File: src/sv/ftpg_pkg.sv
// ----------------------------------------------------------------------------
// ftpg_pkg: shared types and constants
// Key, hash and probe widths, register indexes and inter-module structs.
// ----------------------------------------------------------------------------
package ftpg_pkg;

  localparam int KEY_W    = 32;
  localparam int LFSR_W   = 16;
  localparam int NUM_W    = 6;
  localparam int TSL_W    = 5;
  localparam int LIM_W    = 7;
  localparam int CFG_W    = 7;
  localparam int CFG_IDX_W = 2;

  localparam logic [LFSR_W-1:0] LFSR_SEED = 16'hFFFF;

  localparam logic [CFG_IDX_W-1:0] REG_TABLE_SIZE_LOG2 = 2'd0;
  localparam logic [CFG_IDX_W-1:0] REG_SEARCH_LIMIT    = 2'd1;

  localparam logic [TSL_W-1:0] TSL_RESET = 5'd13;
  localparam logic [LIM_W-1:0] LIM_RESET = 7'd8;

  typedef struct packed {
    logic [TSL_W-1:0] table_size_log2;
    logic [LIM_W-1:0] search_limit;
  } cfg_t;

  typedef struct packed {
    logic [KEY_W-1:0]  key;
    logic [LFSR_W-1:0] hash1;
  } qent_t;

endpackage

File: src/sv/ftpg_front.sv
// ----------------------------------------------------------------------------
// ftpg_front: key build and LFSR hash pipeline
// Builds the 32-bit key from the tuple and runs the LFSR hash over four
// stages, one key byte per stage, MSB first.
// ----------------------------------------------------------------------------
module ftpg_front import ftpg_pkg::*; (
  input  logic        clk,
  input  logic        rst_n,
  input  logic        in_valid,
  output logic        in_ready,
  input  logic [31:0] source_address,
  input  logic [15:0] source_port,
  input  logic [31:0] dest_address,
  input  logic [15:0] dst_port,
  input  logic        is_tcp,
  input  logic        full_match,
  input  logic        is_transmit,
  input  logic [9:0]  queue_id,
  output logic        push,
  output qent_t       push_data,
  input  logic        q_ready
);

  localparam int NST = 4;

  function automatic logic [LFSR_W-1:0] lfsr8(input logic [LFSR_W-1:0] s,
                                               input logic [7:0] b);
    logic [LFSR_W-1:0] r;
    logic              fb;
    r = s;
    for (int i = 7; i >= 0; i--) begin
      fb = r[15] ^ r[2] ^ b[i];
      r  = {r[14:0], fb};
    end
    return r;
  endfunction

  logic [NST-1:0]    vld_r;
  logic [KEY_W-1:0]  key_r  [NST];
  logic [LFSR_W-1:0] lfsr_r [NST];
  logic [NST-1:0]    open;

  logic [31:0] sa, da;
  logic [15:0] sp, dp, sp_w, dp_w;
  logic [9:0]  q;
  logic [KEY_W-1:0] key_in;

  always_comb begin
    q  = is_transmit ? queue_id : 10'd0;
    sa = source_address;
    sp = source_port;
    da = dest_address;
    dp = dst_port;
    if (!full_match) begin
      if (is_transmit) begin
        da = 32'd0;
        dp = 16'd0;
      end else begin
        sa = 32'd0;
        sp = 16'd0;
      end
    end
    sp_w = (!full_match && !is_tcp) ? dp : sp;
    dp_w = (!full_match && !is_tcp) ? sp : dp;
    key_in = {21'd0, q, ~is_tcp} ^ da ^ {dp_w, sa[31:16]} ^ {sa[15:0], sp_w};
  end

  always_comb begin
    open[NST-1] = !vld_r[NST-1] || q_ready;
    for (int i = NST - 2; i >= 0; i--) begin
      open[i] = !vld_r[i] || open[i+1];
    end
  end

  assign in_ready  = open[0];
  assign push      = vld_r[NST-1] && q_ready;
  assign push_data = '{key: key_r[NST-1], hash1: lfsr_r[NST-1]};

  always_ff @(posedge clk) begin
    if (!rst_n) begin
      vld_r <= '0;
    end else begin
      if (open[0]) begin
        vld_r[0] <= in_valid;
      end
      for (int i = 1; i < NST; i++) begin
        if (open[i]) begin
          vld_r[i] <= vld_r[i-1];
        end
      end
    end
  end

  always_ff @(posedge clk) begin
    if (open[0]) begin
      key_r[0]  <= key_in;
      lfsr_r[0] <= lfsr8(LFSR_SEED, key_in[31:24]);
    end
    for (int i = 1; i < NST; i++) begin
      if (open[i]) begin
        key_r[i]  <= key_r[i-1];
        lfsr_r[i] <= lfsr8(lfsr_r[i-1], key_r[i-1][31-8*i -: 8]);
      end
    end
  end

endmodule

File: src/sv/ftpg_queue.sv
// ----------------------------------------------------------------------------
// ftpg_queue: hashed tuple queue
// Four-entry FIFO between the hash pipeline and the probe sequencer.
// ----------------------------------------------------------------------------
module ftpg_queue import ftpg_pkg::*; (
  input  logic  clk,
  input  logic  rst_n,
  input  logic  push,
  input  qent_t push_data,
  output logic  ready,
  input  logic  pop,
  output logic  nempty,
  output qent_t head
);

  localparam int DEPTH = 4;
  localparam int PW    = $clog2(DEPTH);

  qent_t          mem_r [DEPTH];
  logic [PW-1:0]  wp_r, rp_r;
  logic [PW:0]    cnt_r;

  assign ready  = cnt_r != (PW+1)'(DEPTH);
  assign nempty = cnt_r != '0;
  assign head   = mem_r[rp_r];

  always_ff @(posedge clk) begin
    if (!rst_n) begin
      wp_r  <= '0;
      rp_r  <= '0;
      cnt_r <= '0;
    end else begin
      if (push) begin
        wp_r <= wp_r + 1'b1;
      end
      if (pop) begin
        rp_r <= rp_r + 1'b1;
      end
      if (push && !pop) begin
        cnt_r <= cnt_r + 1'b1;
      end else if (pop && !push) begin
        cnt_r <= cnt_r - 1'b1;
      end
    end
  end

  always_ff @(posedge clk) begin
    if (push) begin
      mem_r[wp_r] <= push_data;
    end
  end

endmodule

File: src/sv/ftpg_back.sv
// ----------------------------------------------------------------------------
// ftpg_back: probe sequencer
// Pops one hashed tuple per run and walks hash1 + n*hash2 over the masked
// table, one probe per output beat.
// ----------------------------------------------------------------------------
module ftpg_back import ftpg_pkg::*; #(
  parameter int MAX_INDEX_BITS = 16,
  parameter int MAX_PROBES     = 64
) (
  input  logic                      clk,
  input  logic                      rst_n,
  input  cfg_t                      cfg,
  input  logic                      q_nempty,
  input  qent_t                     q_head,
  output logic                      q_pop,
  output logic                      out_valid,
  input  logic                      out_ready,
  output logic [MAX_INDEX_BITS-1:0] probe_index,
  output logic [NUM_W-1:0]          probe_number,
  output logic [KEY_W-1:0]          filter_key,
  output logic                      last_probe
);

  localparam int IW = MAX_INDEX_BITS;

  logic              run_r;
  logic [NUM_W-1:0]  cnt_r;
  logic [IW-1:0]     cur_r, step_r, mask_r;
  logic [KEY_W-1:0]  key_r;
  logic [LIM_W-1:0]  lim_r;

  logic [TSL_W-1:0]  bits_sat;
  logic [IW-1:0]     mask;
  logic [LIM_W-1:0]  lim;
  logic [KEY_W-1:0]  h2;
  logic              load;

  always_comb begin
    bits_sat = (cfg.table_size_log2 > TSL_W'(MAX_INDEX_BITS)) ?
               TSL_W'(MAX_INDEX_BITS) : cfg.table_size_log2;
    for (int i = 0; i < IW; i++) begin
      mask[i] = TSL_W'(i) < bits_sat;
    end
    if (cfg.search_limit == '0) begin
      lim = LIM_W'(1);
    end else if (cfg.search_limit > LIM_W'(MAX_PROBES)) begin
      lim = LIM_W'(MAX_PROBES);
    end else begin
      lim = cfg.search_limit;
    end
    h2 = {q_head.key[KEY_W-2:0], 1'b0} - KEY_W'(1);
  end

  assign last_probe   = ({1'b0, cnt_r} + LIM_W'(1)) == lim_r;
  assign load         = q_nempty && (!run_r || (out_ready && last_probe));
  assign q_pop        = load;
  assign out_valid    = run_r;
  assign probe_index  = cur_r;
  assign probe_number = cnt_r;
  assign filter_key   = key_r;

  always_ff @(posedge clk) begin
    if (!rst_n) begin
      run_r <= 1'b0;
      cnt_r <= '0;
    end else if (load) begin
      run_r <= 1'b1;
      cnt_r <= '0;
    end else if (run_r && out_ready) begin
      if (last_probe) begin
        run_r <= 1'b0;
      end else begin
        cnt_r <= cnt_r + 1'b1;
      end
    end
  end

  always_ff @(posedge clk) begin
    if (load) begin
      cur_r  <= q_head.hash1[IW-1:0] & mask;
      step_r <= h2[IW-1:0] & mask;
      mask_r <= mask;
      key_r  <= q_head.key;
      lim_r  <= lim;
    end else if (run_r && out_ready && !last_probe) begin
      cur_r <= (cur_r + step_r) & mask_r;
    end
  end

endmodule

File: src/sv/filter_table_probe_generator_core.sv
// ----------------------------------------------------------------------------
// filter_table_probe_generator_core: filter table probe generator
// Turns IPv4 filter tuples into runs of double-hashed table probe indices.
// ----------------------------------------------------------------------------
// Usage:
//   in_*   : one tuple per beat. in_tuser carries the TCP, full-match and
//            transmit flags. Accepted back to back while the four-stage
//            hash pipeline and its four-entry queue have room.
//   out_*  : one probe per beat; out_tlast marks the last probe of a run.
//            A run is search_limit beats (1..MAX_PROBES), default eight.
//   cfg_*  : register writes; write only while idle, which the block does not enforce.
// Path: input beat, four hash stages, queue, then the registered first probe of its run.
// Throughput: one output beat per cycle while a run is in progress and out_tready
//   is high; the probe sequencer steps once per accepted beat. Runs follow one
//   another with no gap while the queue holds a tuple.
// Reset: clears the pipeline, queue and sequencer; registers return to
//   table_size_log2 = 13, search_limit = 8.
// Stall: a low out_tready holds the current probe; the queue and then the
//   hash pipeline fill, after which in_tready drops.
// ----------------------------------------------------------------------------
module filter_table_probe_generator_core import ftpg_pkg::*; #(
  parameter int MAX_INDEX_BITS = 16,
  parameter int MAX_PROBES     = 64,
  localparam int OUT_W = ((MAX_INDEX_BITS + NUM_W + KEY_W + 7) / 8) * 8
) (
  input  logic                 clk,
  input  logic                 rst_n,
  input  logic                 in_tvalid,
  output logic                 in_tready,
  // source_address[31:0], source_port[47:32], dest_address[79:48],
  // dst_port[95:80], queue_id[105:96], zero fill
  input  logic [111:0]         in_tdata,
  // is_tcp[0], full_match[1], is_transmit[2]
  input  logic [2:0]           in_tuser,
  output logic                 out_tvalid,
  input  logic                 out_tready,
  // probe_index, probe_number, filter_key, zero fill
  output logic [OUT_W-1:0]     out_tdata,
  output logic                 out_tlast,
  input  logic                 cfg_we,
  input  logic [CFG_IDX_W-1:0] cfg_index,
  input  logic [CFG_W-1:0]     cfg_data
);

  logic [TSL_W-1:0] tsl_r;
  logic [LIM_W-1:0] lim_r;
  cfg_t             cfg;

  logic  push, q_ready, q_pop, q_nempty;
  qent_t push_data, q_head;

  logic [MAX_INDEX_BITS-1:0] probe_index;
  logic [NUM_W-1:0]          probe_number;
  logic [KEY_W-1:0]          filter_key;

  always_ff @(posedge clk) begin
    if (!rst_n) begin
      tsl_r <= TSL_RESET;
      lim_r <= LIM_RESET;
    end else if (cfg_we) begin
      case (cfg_index)
        REG_TABLE_SIZE_LOG2: tsl_r <= cfg_data[TSL_W-1:0];
        REG_SEARCH_LIMIT:    lim_r <= cfg_data[LIM_W-1:0];
        default: ;
      endcase
    end
  end

  assign cfg = '{table_size_log2: tsl_r, search_limit: lim_r};

  ftpg_front u_front (
    .clk            (clk),
    .rst_n          (rst_n),
    .in_valid       (in_tvalid),
    .in_ready       (in_tready),
    .source_address (in_tdata[31:0]),
    .source_port    (in_tdata[47:32]),
    .dest_address   (in_tdata[79:48]),
    .dst_port       (in_tdata[95:80]),
    .is_tcp         (in_tuser[0]),
    .full_match     (in_tuser[1]),
    .is_transmit    (in_tuser[2]),
    .queue_id       (in_tdata[105:96]),
    .push           (push),
    .push_data      (push_data),
    .q_ready        (q_ready)
  );

  ftpg_queue u_queue (
    .clk       (clk),
    .rst_n     (rst_n),
    .push      (push),
    .push_data (push_data),
    .ready     (q_ready),
    .pop       (q_pop),
    .nempty    (q_nempty),
    .head      (q_head)
  );

  ftpg_back #(
    .MAX_INDEX_BITS (MAX_INDEX_BITS),
    .MAX_PROBES     (MAX_PROBES)
  ) u_back (
    .clk          (clk),
    .rst_n        (rst_n),
    .cfg          (cfg),
    .q_nempty     (q_nempty),
    .q_head       (q_head),
    .q_pop        (q_pop),
    .out_valid    (out_tvalid),
    .out_ready    (out_tready),
    .probe_index  (probe_index),
    .probe_number (probe_number),
    .filter_key   (filter_key),
    .last_probe   (out_tlast)
  );

  assign out_tdata = OUT_W'({filter_key, probe_number, probe_index});

`ifndef SYNTHESIS
  a_num_step: assert property (@(posedge clk) disable iff (!rst_n)
    out_tvalid && out_tready && !out_tlast |=>
      out_tvalid && probe_number == $past(probe_number) + 1'b1)
    else $error("probe number did not advance within a run");

  a_run_chain: assert property (@(posedge clk) disable iff (!rst_n)
    out_tvalid && out_tready && out_tlast && q_nempty |=>
      out_tvalid && probe_number == '0)
    else $error("queued run did not start right after last probe");

  a_key_hold: assert property (@(posedge clk) disable iff (!rst_n)
    out_tvalid && out_tready && !out_tlast |=> $stable(filter_key))
    else $error("filter key changed within a run");

  a_no_overflow: assert property (@(posedge clk) disable iff (!rst_n)
    !q_ready |-> !push)
    else $error("push into full queue");
`endif

endmodule

File: config.mk
export PLATFORM = sky130hd
export DESIGN_NAME = filter_table_probe_generator_core
export DESIGN_NICKNAME = d
export VERILOG_FILES = /design/src/sv/ftpg_pkg.sv /design/src/sv/ftpg_front.sv /design/src/sv/ftpg_queue.sv /design/src/sv/ftpg_back.sv /design/src/sv/filter_table_probe_generator_core.sv
export SDC_FILE = /design/constraint.sdc
export NUM_CORES = 1
export LEC_CHECK = 0
export ABC_CLOCK_PERIOD_IN_PS = 7200
export BUFFER_PORTS_ARGS = -buffer_cell sky130_fd_sc_hd__buf_2
export CAP_MARGIN = 10
export CORE_ASPECT_RATIO = 0.6
export CORE_MARGIN = 1
export CORE_UTILIZATION = 55
export DETAILED_ROUTE_END_ITERATION = 8
export PLACE_DENSITY = 0.75
export SYNTH_ARGS = -nofsm -noshare
export SYNTH_HDL_FRONTEND = slang
export SYNTH_HIERARCHICAL = 1
export SYNTH_SLANG_ARGS = --single-unit
File: constraint.sdc
create_clock -name clk -period 7.2 [get_ports clk]
set_input_delay 0.72 -clock clk [delete_from_list [all_inputs] [get_ports clk]]
set_output_delay 0.72 -clock clk [all_outputs]
set_load 0.1 [all_outputs]
==> impl_metrics.json <==
{
  "grt_start_max_net_pins": 91,
  "placed_area_sq_um": 21700,
  "cts_hold_buf": 0,
  "relSlewSlack_pct": 22.03,
  "port_buffers": 179,
  "grt_pass1_wl_mm": 61.78,
  "dr.pass1.iters": 5,
  "cts_max_path_buffers": 3,
  "cts_root_buf": "clkbuf_16",
  "ys_seq_elements": 488,
  "grt_util_met3_pct": 3.901,
  "violations": "antenna rules",
  "grt.busiest_layer": "met2",
  "synthTopCellsByArea": "edfxtp_1 (67%), mux4_2 (5.3%), xnor2_1 (3.3%)",
  "start_util_pct": 55.91,
  "netlist.top_cell.by_area": "edfxtp_1",
  "cts_resized": 0,
  "cts_buffers": 44,
  "synth_commonest_cells": "edfxtp_1 (456), xnor2_1 (77), o21ai_0 (63), nand3_1 (60), a21oi_1 (54)",
  "yosys.area.top_type_share_pct": 67.25,
  "synthXorXnorAreaFrac_pct": 5.364,
  "track_usage_pct": 21.54,
  "clkTransAtPathRegs_ps": 60,
  "hold_ws_ps": 390.1,
  "cts_sinks": 488,
  "synth_edf_count": 456,
  "power.leakage_nw": 8.101,
  "nNetsFinal": 1618,
  "grt_pass1_vias": 11030,
  "synthCells": 1276,
  "hpwl_mm": 26.24,
  "finalWorstSetupSlack_ps": 3539,
  "synthSimpleGateAreaFrac_pct": 7.202,
  "final_cell_area_sq_um": 23150,
  "routed_wl_mm": 40.21,
  "area_delta_synth_final_pct": 13.70,
  "n_fill_cell": 2549,
  "use_met1_pct": 31.73,
  "use_met2_pct": 33.60,
  "synth_mux_area_share_pct": 5.954,
  "power.density_nw_per_um2": 420.4,
  "drv_slew": 0,
  "place_worst_setup_slack_ps": 3705,
  "cp_max_fo": 15,
  "worstPathArrival_ps": 2940,
  "worstSkewPairLatency_ps": 580,
  "routabilityCongestion": 0.8532,
  "power_mw": 9.733,
  "status": "finished with violations",
  "critPathKind": "reg2out",
  "fmax_mhz": 273.1,
  "wl_per_cell_um": 20.27,
  "final_core_util_pct": 63.57,
  "cts_setup_buffers": 0,
  "dpl.cell_count": 1896,
  "synth_area_sq_um": 20360,
  "setup_viol": 0,
  "final-seq-area_sq_um": 14340,
  "yosysSeqAreaShare_pct": 70.39,
  "synth_compound_area_share_pct": 7.755,
  "tightestPinTransition_ps": 1163,
  "final.setup.tns_ps": 0,
  "startpoint_type": "register",
  "die_area_sq_um": 37820,
  "grt_overflow_total": 0,
  "post-route-period-util_pct": 50.85,
  "multi_input_area_sq_um": 5670,
  "cap_viol_max_count": 0,
  "ir_drop_mv": 0.2116,
  "hold_viol": 0,
  "via_per_inst": 5.810,
  "hold_class": "in2reg",
  "worst_setup_path_end_kind": "output pin",
  "rsz0062_at_grt": "no",
  "synth_top_family_by_area": "compound AO/OA/AOI/OAI gates",
  "antenna_found_initial": 2,
  "cts_tree": "built",
  "die_x_um": 250.4,
  "drive_above_1_share_pct": 22.77,
  "drcViolationCount": 0,
  "instances_no_fill": 1983,
  "htree_levels": 2,
  "synth_flop_cell": "edfxtp_1",
  "dr_total_vias": 11520,
  "critPathRequiredTime_ps": 6480,
  "die_y_um": 151.0,
  "core_area_sq_um": 36420,
  "yosysMostFrequentCell": "edfxtp_1",
  "fin_crit_ps": 3661,
  "async_reset_ff_share_pct": 0,
  "rows": 54,
  "skew_ps": 26.84,
  "ant_nets": 1,
  "synth_area_per_cell_sq_um": 15.96,
  "synth_adder_area_share_pct": 1.487,
  "synth.distinct_cells": 67,
  "io_pins": 188,
  "drtIter0Drc": 1014,
  "synth_warnings": 6
}
layer usage:
layer | vias to the layer above | wire [um]
met1 | 5753 | 18170
met2 | 395 | 18530
met5 | - | 0
met3 | 54 | 2902
li1 | 5320 | -
met4 | 0 | 607
placed cells by master, fill, tap and decap left out, types with 8 or more instances in the layout:
cell,netlist,routed
ha_1,21,21
nand3_1,60,60
a22oi_1,27,27
o21ai_0,63,62
mux2i_1,12,12
nand4b_1,11,11
buf_4,9,15
clkbuf_16,0,44
clkbuf_1,15,15
and2_1,21,17
edfxtp_1,456,456
nor2_1,42,42
a21o_1,15,15
a21oi_1,54,54
nand2_1,39,37
o31ai_1,8,8
inv_1,21,18
buf_2,21,179
mux4_2,48,48
nor2b_1,38,38
a21boi_0,8,8
xnor2_1,77,77
xor2_1,37,37
o21ai_1,13,14
a211oi_1,23,23
o21a_1,9,9
dfxtp_1,32,30
kinds of logic after synthesis:
| kind of cell | Yosys count |
|---|---|
| flops | 488 |
| simple gates | 266 |
| compound gates | 245 |
| xor+xnor | 119 |
| buf+inv | 73 |
| mux | 61 |
| fa+ha+maj | 23 |
| other cells | 1 |
worst paths after layout:
kind / start / slack (ps) / depth (start not counted) / to
setup / recovery: u_back/probe_number[0] / 3540 / 5 / out_tlast
hold / removal: cfg_data[6] / 390 / 3 / lim_r[6]
setup reg to reg: register / 3670 / 8 / u_back/step_r[14]
hold reg to reg: u_front/key_r[0][4] / 420 / 0 / u_front/key_r[1][4]
layout make-up:
| type | instances | share of cell area (%) |
|---|---|---|
| Sequential cell | 488 | 61.93 |
| Multi-Input combinational cell | 716 | 24.49 |
| Clock buffer | 60 | 5.058 |
| Timing Repair Buffer | 194 | 4.356 |
| Tap cell | 476 | 2.572 |
| Clock inverter | 22 | 1.173 |
| Inverter | 22 | 0.3621 |
| Antenna cell | 5 | 0.05404 |
sequential cells by signal, summed over array words and instances, names as in the netlist, named ones only:
| register | flops |
|---|---|
| u_back/out_valid | 1 |
| u_back/probe_number | 6 |
| u_back/mask_r | 15 |
| u_front/lfsr_r | 52 |
| u_queue/mem_r | 192 |
| u_queue/rp_r | 2 |
| u_back/probe_index | 16 |
| tsl_r | 5 |
| lim_r | 7 |
| u_back/lim_r | 7 |
| u_front/key_r | 126 |
| u_queue/cnt_r | 3 |
| u_back/step_r | 16 |
| u_queue/wp_r | 2 |
| u_front/vld_r | 4 |
| u_back/filter_key | 32 |
critical path, stage by stage (launching register included):
cell       delay (ps)
dfxtp_1           480
nand3_2           180
or3_4             430
a2111oi_4         390
and3_2            400
buf_2             480
power breakdown:
part           internal (mW)  total (mW)  switching (mW)
clock network           1.31        2.33            1.02
logic                  0.959        3.08            2.12
registers               3.99        4.33           0.341
total                   6.25        9.73            3.48
No activity file was read; power rests on OpenSTA's default activity.
